### config.mk
export PLATFORM = sky130hd
export DESIGN_NAME = k_way_sorted_stream_merge_flat
export DESIGN_NICKNAME = d
export VERILOG_FILES = /design/src/sv/kwm_pkg.sv /design/src/sv/kwm_if.sv /design/src/sv/k_way_sorted_stream_merge.sv /design/src/sv/kwm_cell.sv /design/src/flat_wrapper.sv
export SDC_FILE = /design/constraint.sdc
export NUM_CORES = 2
export LEC_CHECK = 0
export BUFFER_PORTS_ARGS = -buffer_cell sky130_fd_sc_hd__buf_2
export CAP_MARGIN = 30
export CELL_PAD_IN_SITES_DETAIL_PLACEMENT = 0
export CELL_PAD_IN_SITES_GLOBAL_PLACEMENT = 2
export CORE_ASPECT_RATIO = 0.8
export CORE_MARGIN = 4
export CORE_UTILIZATION = 36
export DETAILED_ROUTE_END_ITERATION = 12
export PLACE_DENSITY = 0.77
export SYNTH_ARGS = -nofsm -noshare
export SYNTH_HDL_FRONTEND = slang
export SYNTH_HIERARCHICAL = 1
export SYNTH_SLANG_ARGS = --single-unit
export TNS_END_PERCENT = 1
### constraint.sdc
create_clock -name clk -period 9.7 [get_ports clk]
set_input_delay 0 -clock clk [delete_from_list [all_inputs] [get_ports clk]]
set_output_delay 0 -clock clk [all_outputs]
set_load 0.1 [all_outputs]
### src/sv/kwm_pkg.sv
`default_nettype none
package kwm_pkg;

  localparam int KEY_W = 32;
  localparam int TAG_W = 32;
  localparam int SID_W = 3;
  localparam int CNT_W = 4;

  localparam logic [CNT_W-1:0] COUNT_RESET = 4'd8;

  typedef enum logic {
    MODE_DELIVER = 1'b0,
    MODE_EXHAUST = 1'b1
  } mode_t;

  // one held head record
  typedef struct packed {
    logic                    valid;
    logic [SID_W-1:0]        stream;
    logic signed [KEY_W-1:0] key;
    logic [TAG_W-1:0]        tag;
  } entry_t;

  // per-cycle control broadcast to every cell
  typedef struct packed {
    logic             ins;
    entry_t           ins_entry;
    logic             del_en;
    logic [SID_W-1:0] del_stream;
    logic             emit;
    logic             sorting;
    logic [CNT_W-1:0] neff;
  } ctrl_t;

  // stream at or above the live count
  function automatic logic beyond(logic [SID_W-1:0] s, logic [CNT_W-1:0] n);
    return CNT_W'(s) >= n;
  endfunction

  // order: live streams first, then signed key, then stream index
  function automatic logic rank_less(entry_t a, entry_t b, logic [CNT_W-1:0] n);
    logic [KEY_W+SID_W:0] ra;
    logic [KEY_W+SID_W:0] rb;
    ra = {beyond(a.stream, n), ~a.key[KEY_W-1], a.key[KEY_W-2:0], a.stream};
    rb = {beyond(b.stream, n), ~b.key[KEY_W-1], b.key[KEY_W-2:0], b.stream};
    return ra < rb;
  endfunction

endpackage
`default_nettype wire

### src/sv/kwm_if.sv
`default_nettype none
// request channel into the merge
interface kwm_in_if;
  logic                            valid;
  logic                            ready;
  logic                            mode;
  logic [kwm_pkg::SID_W-1:0]       stream_id;
  logic signed [kwm_pkg::KEY_W-1:0] record_key;
  logic [kwm_pkg::TAG_W-1:0]       record_tag;

  modport source (output valid, mode, stream_id, record_key, record_tag, input ready);
  modport sink (input valid, mode, stream_id, record_key, record_tag, output ready);
endinterface

// merged record channel out of the merge
interface kwm_out_if;
  logic                             valid;
  logic                             ready;
  logic signed [kwm_pkg::KEY_W-1:0] out_key;
  logic [kwm_pkg::TAG_W-1:0]        out_tag;
  logic [kwm_pkg::SID_W-1:0]        out_stream;

  modport source (output valid, out_key, out_tag, out_stream, input ready);
  modport sink (input valid, out_key, out_tag, out_stream, output ready);
endinterface
`default_nettype wire

### src/sv/k_way_sorted_stream_merge.sv
`default_nettype none
// channel   | direction | fields
// ----------+-----------+--------------------------------------------------
// in_ch     | sink      | mode, stream_id, record_key, record_tag
// out_ch    | source    | out_key, out_tag, out_stream
// cfg_wr_*  | write     | stream_count (4 bits)
//
// one request per cycle while in_ch.ready is high; a merged record appears in the
// cycle after the request that releases it, from the output register.
// the held heads sit in a sorted row of MAX_STREAMS cells, so outside a re-sort
// the smallest is in the first cell; insert, overwrite and emit act on the row together.
// after a stream_count write the row re-sorts by neighbour compare-exchange passes
// with in_ch.ready low.
// reset (synchronous) empties all slots and sets stream_count to 8.
// in_ch.ready is low only while a re-sort runs or a result waits untaken.
module k_way_sorted_stream_merge #(
  parameter int MAX_STREAMS = 8
) (
  input  logic                        clk,
  input  logic                        rst,
  input  logic                        cfg_wr_en,
  input  logic [kwm_pkg::CNT_W-1:0]   cfg_wr_data,
  kwm_in_if.sink                      in_ch,
  kwm_out_if.source                   out_ch
);

  localparam int SW  = $clog2(MAX_STREAMS);
  localparam int SCW = $clog2(MAX_STREAMS + 1);

  logic [kwm_pkg::CNT_W-1:0] stream_count;
  logic [kwm_pkg::CNT_W-1:0] neff;
  logic [SCW-1:0]            sort_cnt;
  logic                      sorting;

  logic [MAX_STREAMS-1:0] full;
  logic [MAX_STREAMS-1:0] done;
  logic [MAX_STREAMS-1:0] full_upd;
  logic [MAX_STREAMS-1:0] done_upd;
  logic [MAX_STREAMS-1:0] full_next;
  logic [MAX_STREAMS-1:0] inuse;
  logic [MAX_STREAMS-1:0] sid_hot;
  logic [MAX_STREAMS-1:0] emit_hot;

  logic          accept;
  logic          sid_ok;
  logic          ins;
  logic          mark;
  logic          ovw;
  logic          all_ready;
  logic          front_live;
  logic          emit;
  logic [SW-1:0] sid_idx;
  logic [SW-1:0] front_idx;

  kwm_pkg::ctrl_t ctrl;

  logic                   out_valid;
  kwm_pkg::entry_t        out_entry;

  kwm_pkg::entry_t        slot     [MAX_STREAMS];
  kwm_pkg::entry_t        comp     [MAX_STREAMS];
  kwm_pkg::entry_t        merged   [MAX_STREAMS];
  kwm_pkg::entry_t        l_slot   [MAX_STREAMS];
  kwm_pkg::entry_t        r_slot   [MAX_STREAMS];
  kwm_pkg::entry_t        l_comp   [MAX_STREAMS];
  kwm_pkg::entry_t        r_merged [MAX_STREAMS];
  logic [MAX_STREAMS-1:0] hit;
  logic [MAX_STREAMS-1:0] lt;
  logic [MAX_STREAMS-1:0] comp_lt;
  logic [MAX_STREAMS-1:0] swap;
  logic [MAX_STREAMS-1:0] shift;
  logic [MAX_STREAMS-1:0] pair_left;
  logic [MAX_STREAMS-1:0] r_lt;
  logic [MAX_STREAMS-1:0] l_comp_lt;
  logic [MAX_STREAMS-1:0] l_swap;
  logic [MAX_STREAMS-1:0] slot_valid;

  // live stream count, clamped
  always_comb begin
    if (stream_count == '0) begin
      neff = kwm_pkg::CNT_W'(1);
    end else if (int'(stream_count) > MAX_STREAMS) begin
      neff = kwm_pkg::CNT_W'(MAX_STREAMS);
    end else begin
      neff = stream_count;
    end
  end

  // configuration register and re-sort counter
  always_ff @(posedge clk) begin
    if (rst) begin
      stream_count <= kwm_pkg::COUNT_RESET;
      sort_cnt     <= '0;
    end else if (cfg_wr_en) begin
      stream_count <= cfg_wr_data;
      sort_cnt     <= SCW'(MAX_STREAMS);
    end else if (sorting) begin
      sort_cnt <= sort_cnt - SCW'(1);
    end
  end

  assign sorting = (sort_cnt != '0);

  // request decode
  assign in_ch.ready = !sorting && (!out_valid || out_ch.ready);
  assign accept      = in_ch.valid && in_ch.ready;
  assign sid_idx     = SW'(in_ch.stream_id);
  assign sid_ok      = (kwm_pkg::CNT_W'(in_ch.stream_id) < neff) && !done[sid_idx];
  assign ins         = accept && sid_ok && (in_ch.mode == kwm_pkg::MODE_DELIVER);
  assign mark        = accept && sid_ok && (in_ch.mode == kwm_pkg::MODE_EXHAUST);
  assign ovw         = ins && full[sid_idx];

  always_comb begin
    sid_hot          = '0;
    sid_hot[sid_idx] = 1'b1;
  end

  assign full_upd = full | (ins ? sid_hot : '0);
  assign done_upd = done | (mark ? sid_hot : '0);

  for (genvar i = 0; i < MAX_STREAMS; i++) begin : g_use
    assign inuse[i] = (i < int'(neff));
  end

  // emission: every live stream holds a head or is exhausted
  assign all_ready  = &(full_upd | done_upd | ~inuse);
  assign front_live = merged[0].valid && !kwm_pkg::beyond(merged[0].stream, neff);
  assign emit       = accept && all_ready && front_live;
  assign front_idx  = SW'(merged[0].stream);

  always_comb begin
    emit_hot            = '0;
    emit_hot[front_idx] = emit;
  end

  assign full_next = full_upd & ~emit_hot;

  // per-stream flags
  always_ff @(posedge clk) begin
    if (rst) begin
      full <= '0;
      done <= '0;
    end else begin
      full <= full_next;
      done <= done_upd;
    end
  end

  // broadcast control
  always_comb begin
    ctrl                  = '0;
    ctrl.ins              = ins;
    ctrl.ins_entry.valid  = 1'b1;
    ctrl.ins_entry.stream = in_ch.stream_id;
    ctrl.ins_entry.key    = in_ch.record_key;
    ctrl.ins_entry.tag    = in_ch.record_tag;
    ctrl.del_en           = ovw;
    ctrl.del_stream       = in_ch.stream_id;
    ctrl.emit             = emit;
    ctrl.sorting          = sorting;
    ctrl.neff             = neff;
  end

  // row of head cells with neighbour links
  for (genvar i = 0; i < MAX_STREAMS; i++) begin : g_row
    assign shift[i]      = |hit[i:0];
    assign pair_left[i]  = (1'(i % 2) == sort_cnt[0]);
    assign slot_valid[i] = slot[i].valid;

    if (i == 0) begin : g_first
      assign l_slot[i]    = '0;
      assign l_comp[i]    = '0;
      assign l_comp_lt[i] = 1'b1;
      assign l_swap[i]    = 1'b0;
    end else begin : g_mid_l
      assign l_slot[i]    = slot[i-1];
      assign l_comp[i]    = comp[i-1];
      assign l_comp_lt[i] = comp_lt[i-1];
      assign l_swap[i]    = swap[i-1];
    end

    if (i == MAX_STREAMS - 1) begin : g_last
      assign r_slot[i]   = '0;
      assign r_lt[i]     = 1'b0;
      assign r_merged[i] = '0;
    end else begin : g_mid_r
      assign r_slot[i]   = slot[i+1];
      assign r_lt[i]     = lt[i+1];
      assign r_merged[i] = merged[i+1];
    end

    kwm_cell u_cell (
      .clk          (clk),
      .rst          (rst),
      .ctrl         (ctrl),
      .pair_left    (pair_left[i]),
      .shift_in     (shift[i]),
      .left_slot    (l_slot[i]),
      .right_slot   (r_slot[i]),
      .right_lt     (r_lt[i]),
      .left_comp    (l_comp[i]),
      .left_comp_lt (l_comp_lt[i]),
      .right_merged (r_merged[i]),
      .left_swap    (l_swap[i]),
      .slot         (slot[i]),
      .hit          (hit[i]),
      .lt           (lt[i]),
      .comp         (comp[i]),
      .comp_lt      (comp_lt[i]),
      .merged       (merged[i]),
      .swap         (swap[i])
    );
  end

  // output register
  always_ff @(posedge clk) begin
    if (rst) begin
      out_valid <= 1'b0;
    end else if (emit) begin
      out_valid <= 1'b1;
    end else if (out_ch.ready) begin
      out_valid <= 1'b0;
    end
  end

  always_ff @(posedge clk) begin
    if (emit) begin
      out_entry <= merged[0];
    end
  end

  assign out_ch.valid      = out_valid;
  assign out_ch.out_key    = out_entry.key;
  assign out_ch.out_tag    = out_entry.tag;
  assign out_ch.out_stream = out_entry.stream;

  // row holds exactly the full slots
  assert property (@(posedge clk) disable iff (rst)
    $countones(slot_valid) == $countones(full))
    else $error("head row out of step with full flags");

  // the second cell of the row is filled only when the first one is
  assert property (@(posedge clk) disable iff (rst)
    slot_valid[1] |-> slot_valid[0])
    else $error("gap at the front of the head row");

  // an emitted head came from a full slot
  assert property (@(posedge clk) disable iff (rst)
    emit |-> full_upd[front_idx])
    else $error("emitted head from an empty slot");

  // a new result only follows an accepted request
  assert property (@(posedge clk) disable iff (rst)
    $rose(out_valid) |-> $past(accept))
    else $error("result without a request");

endmodule
`default_nettype wire

### src/sv/kwm_cell.sv
`default_nettype none
module kwm_cell (
  input  logic             clk,
  input  logic             rst,
  input  kwm_pkg::ctrl_t   ctrl,
  input  logic             pair_left,
  input  logic             shift_in,
  input  kwm_pkg::entry_t  left_slot,
  input  kwm_pkg::entry_t  right_slot,
  input  logic             right_lt,
  input  kwm_pkg::entry_t  left_comp,
  input  logic             left_comp_lt,
  input  kwm_pkg::entry_t  right_merged,
  input  logic             left_swap,
  output kwm_pkg::entry_t  slot,
  output logic             hit,
  output logic             lt,
  output kwm_pkg::entry_t  comp,
  output logic             comp_lt,
  output kwm_pkg::entry_t  merged,
  output logic             swap
);

  kwm_pkg::entry_t slot_next;

  // own compares against the incoming head and the overwrite target
  assign hit = ctrl.del_en & slot.valid & (slot.stream == ctrl.del_stream);
  assign lt  = slot.valid & kwm_pkg::rank_less(slot, ctrl.ins_entry, ctrl.neff);

  // close the gap left by an overwritten head
  assign comp    = shift_in ? right_slot : slot;
  assign comp_lt = shift_in ? right_lt : lt;

  // open a gap for the incoming head
  always_comb begin
    if (!ctrl.ins || comp_lt) begin
      merged = comp;
    end else if (left_comp_lt) begin
      merged = ctrl.ins_entry;
    end else begin
      merged = left_comp;
    end
  end

  // compare-exchange with the right neighbour during a re-sort pass
  assign swap = pair_left & right_slot.valid &
                (!slot.valid | kwm_pkg::rank_less(right_slot, slot, ctrl.neff));

  always_comb begin
    if (ctrl.sorting) begin
      if (swap) begin
        slot_next = right_slot;
      end else if (!pair_left && left_swap) begin
        slot_next = left_slot;
      end else begin
        slot_next = slot;
      end
    end else if (ctrl.emit) begin
      slot_next = right_merged;
    end else begin
      slot_next = merged;
    end
  end

  // slot register, only the valid flag is reset
  always_ff @(posedge clk) begin
    if (rst) begin
      slot.valid <= 1'b0;
    end else begin
      slot <= slot_next;
    end
  end

endmodule
`default_nettype wire
### src/flat_wrapper.sv
// flat-port wrapper written by rule: the top's interface ports become plain ports
module k_way_sorted_stream_merge_flat 
#(
  parameter int MAX_STREAMS = 8
)
  (clk, rst, cfg_wr_en, cfg_wr_data, in_ch_valid, in_ch_mode, in_ch_stream_id, in_ch_record_key, in_ch_record_tag, in_ch_ready, out_ch_valid, out_ch_out_key, out_ch_out_tag, out_ch_out_stream, out_ch_ready);
  kwm_in_if in_ch_i ();
  kwm_out_if out_ch_i ();
  input  logic clk;
  input  logic rst;
  input  logic cfg_wr_en;
  input  logic [kwm_pkg::CNT_W-1:0] cfg_wr_data;
  input wire logic [$bits(in_ch_i.valid)-1:0] in_ch_valid;
  input wire logic [$bits(in_ch_i.mode)-1:0] in_ch_mode;
  input wire logic [$bits(in_ch_i.stream_id)-1:0] in_ch_stream_id;
  input wire logic [$bits(in_ch_i.record_key)-1:0] in_ch_record_key;
  input wire logic [$bits(in_ch_i.record_tag)-1:0] in_ch_record_tag;
  output wire logic [$bits(in_ch_i.ready)-1:0] in_ch_ready;
  output wire logic [$bits(out_ch_i.valid)-1:0] out_ch_valid;
  output wire logic [$bits(out_ch_i.out_key)-1:0] out_ch_out_key;
  output wire logic [$bits(out_ch_i.out_tag)-1:0] out_ch_out_tag;
  output wire logic [$bits(out_ch_i.out_stream)-1:0] out_ch_out_stream;
  input wire logic [$bits(out_ch_i.ready)-1:0] out_ch_ready;
  assign in_ch_i.valid = in_ch_valid;
  assign in_ch_i.mode = in_ch_mode;
  assign in_ch_i.stream_id = in_ch_stream_id;
  assign in_ch_i.record_key = in_ch_record_key;
  assign in_ch_i.record_tag = in_ch_record_tag;
  assign in_ch_ready = in_ch_i.ready;
  assign out_ch_valid = out_ch_i.valid;
  assign out_ch_out_key = out_ch_i.out_key;
  assign out_ch_out_tag = out_ch_i.out_tag;
  assign out_ch_out_stream = out_ch_i.out_stream;
  assign out_ch_i.ready = out_ch_ready;
  k_way_sorted_stream_merge #(.MAX_STREAMS(MAX_STREAMS)) u_core (.clk(clk), .rst(rst), .cfg_wr_en(cfg_wr_en), .cfg_wr_data(cfg_wr_data), .in_ch(in_ch_i), .out_ch(out_ch_i));
endmodule
==> run_results.csv <==
group,metric,value,unit
status,status,"complete, but fails checks",
status,violations,"slew limit",
setup_path,required,10.12,ns
grt,gr-total-overflow,0,
routing,vias,69300,
sta,min_period,8.35,ns
synthesis,syn_avg_cell_area,8.11,um^2
layout,multiInputGateArea,0.0502,mm^2
power,ir_drop,0.138,mV
setup_path,cp-start-kind,"flip-flop",
setup_path,r2r_cells,31,
place,hpwl,210000,um
grt,grt_pass1_wl,445000,um
layout,drive_above_1_share,16.1,%
clocking,htree_levels,3,
grt,grt_max_degree,214,
floorplanning,core-area,0.201,mm^2
sta,max_freq,120,MHz
sta,worst_slew_pin_slew,6.68,ns
grt,track_usage,27.5,%
synthesis,yosys_warnings,6,
routing,viasPerCell,5.85,
floorplanning,num_rows,147,
place,numPortBuffers,145,
flow_run,drv_cap,0,
sta,setup_viol,0,
setup_path,r2r_start,"u_core/stream_count[3]$_SDFFE_PP1P_",
setup_path,cp.arrival,8.77,ns
layout,area_delta_synth_final,10.9,%
layout,regArea,0.0188,mm^2
routing,ant_nets,0,
layout,fillCellCount,20600,
routing,firstDrtPassIters,6,
floorplanning,ios,146,
clocking,clk_pin_slew,0.07,ns
setup_path,crit_start,"u_core/stream_count[3]$_SDFFE_PP1P_",
setup_path,worst_path_max_delay_cell,"nor4_1",
layout,fin_nets,9800,
setup_path,path_max_fanout,35,
place,preCtsSetupSlack,1.62,ns
place,place.gp.congestion,0.879,
setup_path,crit_path_end_kind,"flip-flop",
power,p_per_area,205,mW/mm^2
grt,grt_pass1_vias,70100,
clocking,clock_sinks,636,
sta,max-slew-margin-rel,-348,%
floorplanning,die_x,510,um
sta,fin_worst_skew,0.0402,ns
synthesis,syn_inst,8955,
routing,routedWlPerCell,25.2,um
grt,antenna_found_initial,12,
setup_path,critPathKind,"flip-flop to flip-flop",
routing,route.detailed.drc,0,
worst_hold_path,hold_start,"in_ch_record_tag[7]",
sta,hold_viol,0,
synthesis,synth_area,0.0726,mm^2
power,power.leakage,0.0347,uW
sta,period_share,86.1,%
clocking,cts_root_buf,"clkbuf_16",
floorplanning,die_area,0.209,mm^2
clocking,clk_latency,0.74,ns
setup_path,crit_path_max_incr_delay,0.68,ns
sta,totalNegativeSetupSlack,0,ns
clocking,cts_tree,"done",
sta,drv_slew,208,
clocking,cts-buffers-inserted,85,
clocking,clockBufferDepth,3,
sta,fin_ws,1.35,ns
floorplanning,die_h,410,um
worst_hold_path,hp-class,"primary input to flip-flop",
routing,drtIter0Drc,5510,
routing,routed_wirelength,299000,um
sta,grt_setup_unrepaired,"no",
clocking,cts_setup_buffers,0,
setup_path,cpMostUsedCell,"inv_1",
worst_hold_path,hold_depth,3,
floorplanning,start_util,36.2,%
## sequential cells by signal (all words and copies together) (netlist names)
signal and count:
u_core/stream_count 4, u_core/full 8, u_core/done 8, u_core/out_ch.out_key 32
u_core/out_ch.valid 1, u_core/g_row.u_cell/slot 544, u_core/sort_cnt 4, u_core/out_ch.out_stream 3
u_core/out_ch.out_tag 32
## cell usage in the layout, fill, tap and decap left out, types with 78 or more instances in the layout
cell type / count
nor2_1: 351
buf_4: 94
a21oi_1: 1139
nand2_1: 1367
edfxtp_1: 603
a21o_1: 525
clkbuf_16: 86
nand4_1: 84
a211oi_1: 103
mux2i_1: 78
mux2_4: 140
o21ai_0: 451
buf_2: 147
inv_1: 687
ha_1: 639
a31oi_1: 555
conb_1: 389
mux2_2: 833
## layer usage
| layer | share of wire (%) | wire (um) | GRT usage [%] |
|---|---|---|---|
| met4 | 3.7 | 11100 | 9.81 |
| met2 | 49 | 147000 | 48.3 |
| met3 | 4.2 | 12500 | 2.79 |
| met1 | 43 | 128000 | 34.8 |
| met5 | 0.013 | 39 | 0 |
## path summary, 6_finish.rpt
check | to | slack (ns)
min | u_core/out_ch.out_tag[7]$_DFFE_PP_ | 0.04
max | u_core/g_row[6].u_cell/slot[19]$_DFFE_PP_ | 1.35
max reg2reg | u_core/g_row[6].u_cell/slot[19]$_DFFE_PP_ | 1.35
min reg2reg | u_core/done[6]$_SDFF_PP0_ | 0.51
## worst max-delay path, delay by kind of cell, from the launching register on
| family | cells | cell delay (ns) |
|---|---|---|
| AND/OR/NAND/NOR | 11 | 2.75 |
| AO/OA/AOI/OAI | 7 | 1.44 |
| adder cells (fa/ha/maj) | 3 | 0.82 |
| buffers and inverters | 9 | 2.11 |
| flip-flops | 1 | 0.45 |
| multiplexers | 1 | 0.41 |
## layout make-up
class / instances / share of cell area (%)
multi-input cells: 7330 / 62.3
flip-flops and latches: 636 / 23.3
well taps: 2682 / 4.17
repair buffers: 329 / 3.35
inverters: 702 / 3.28
clock buffers: 106 / 2.87
clock inverters: 52 / 0.665
diodes: 9 / 0.0280
## power breakdown
group / switching (uW) / total [uW] / internal, uW / leakage [uW]
Combinational: 4840 / 8170 / 3330 / 0.0274
Clock: 1490 / 3420 / 1930 / 0.00139
Sequential: 961 / 4930 / 3970 / 0.00587
## through the flow
step	hold slack [ns]	instances	area, um^2	power, uW	utilization (%)
2_1_floorplan	0.0721	9342	74100	10400	-
3_3_place_gp	0.259	11600	76900	12900	38.3
3_5_place_dp	0.264	11600	77000	13000	38.4
4_1_cts	0.00155	11800	80400	16500	40.1
5_1_grt	0.0100	11800	80500	17600	40.1
6_report	0.0378	11800	80500	16500	40.1
## timing repair
item	4_1_cts	5_1_grt
hold endpoints to repair	61	0
endpoints found under the setup margin	0	0
hold buffers	52	0
resized for setup	0	0
Power figures use the tool's default switching activity.
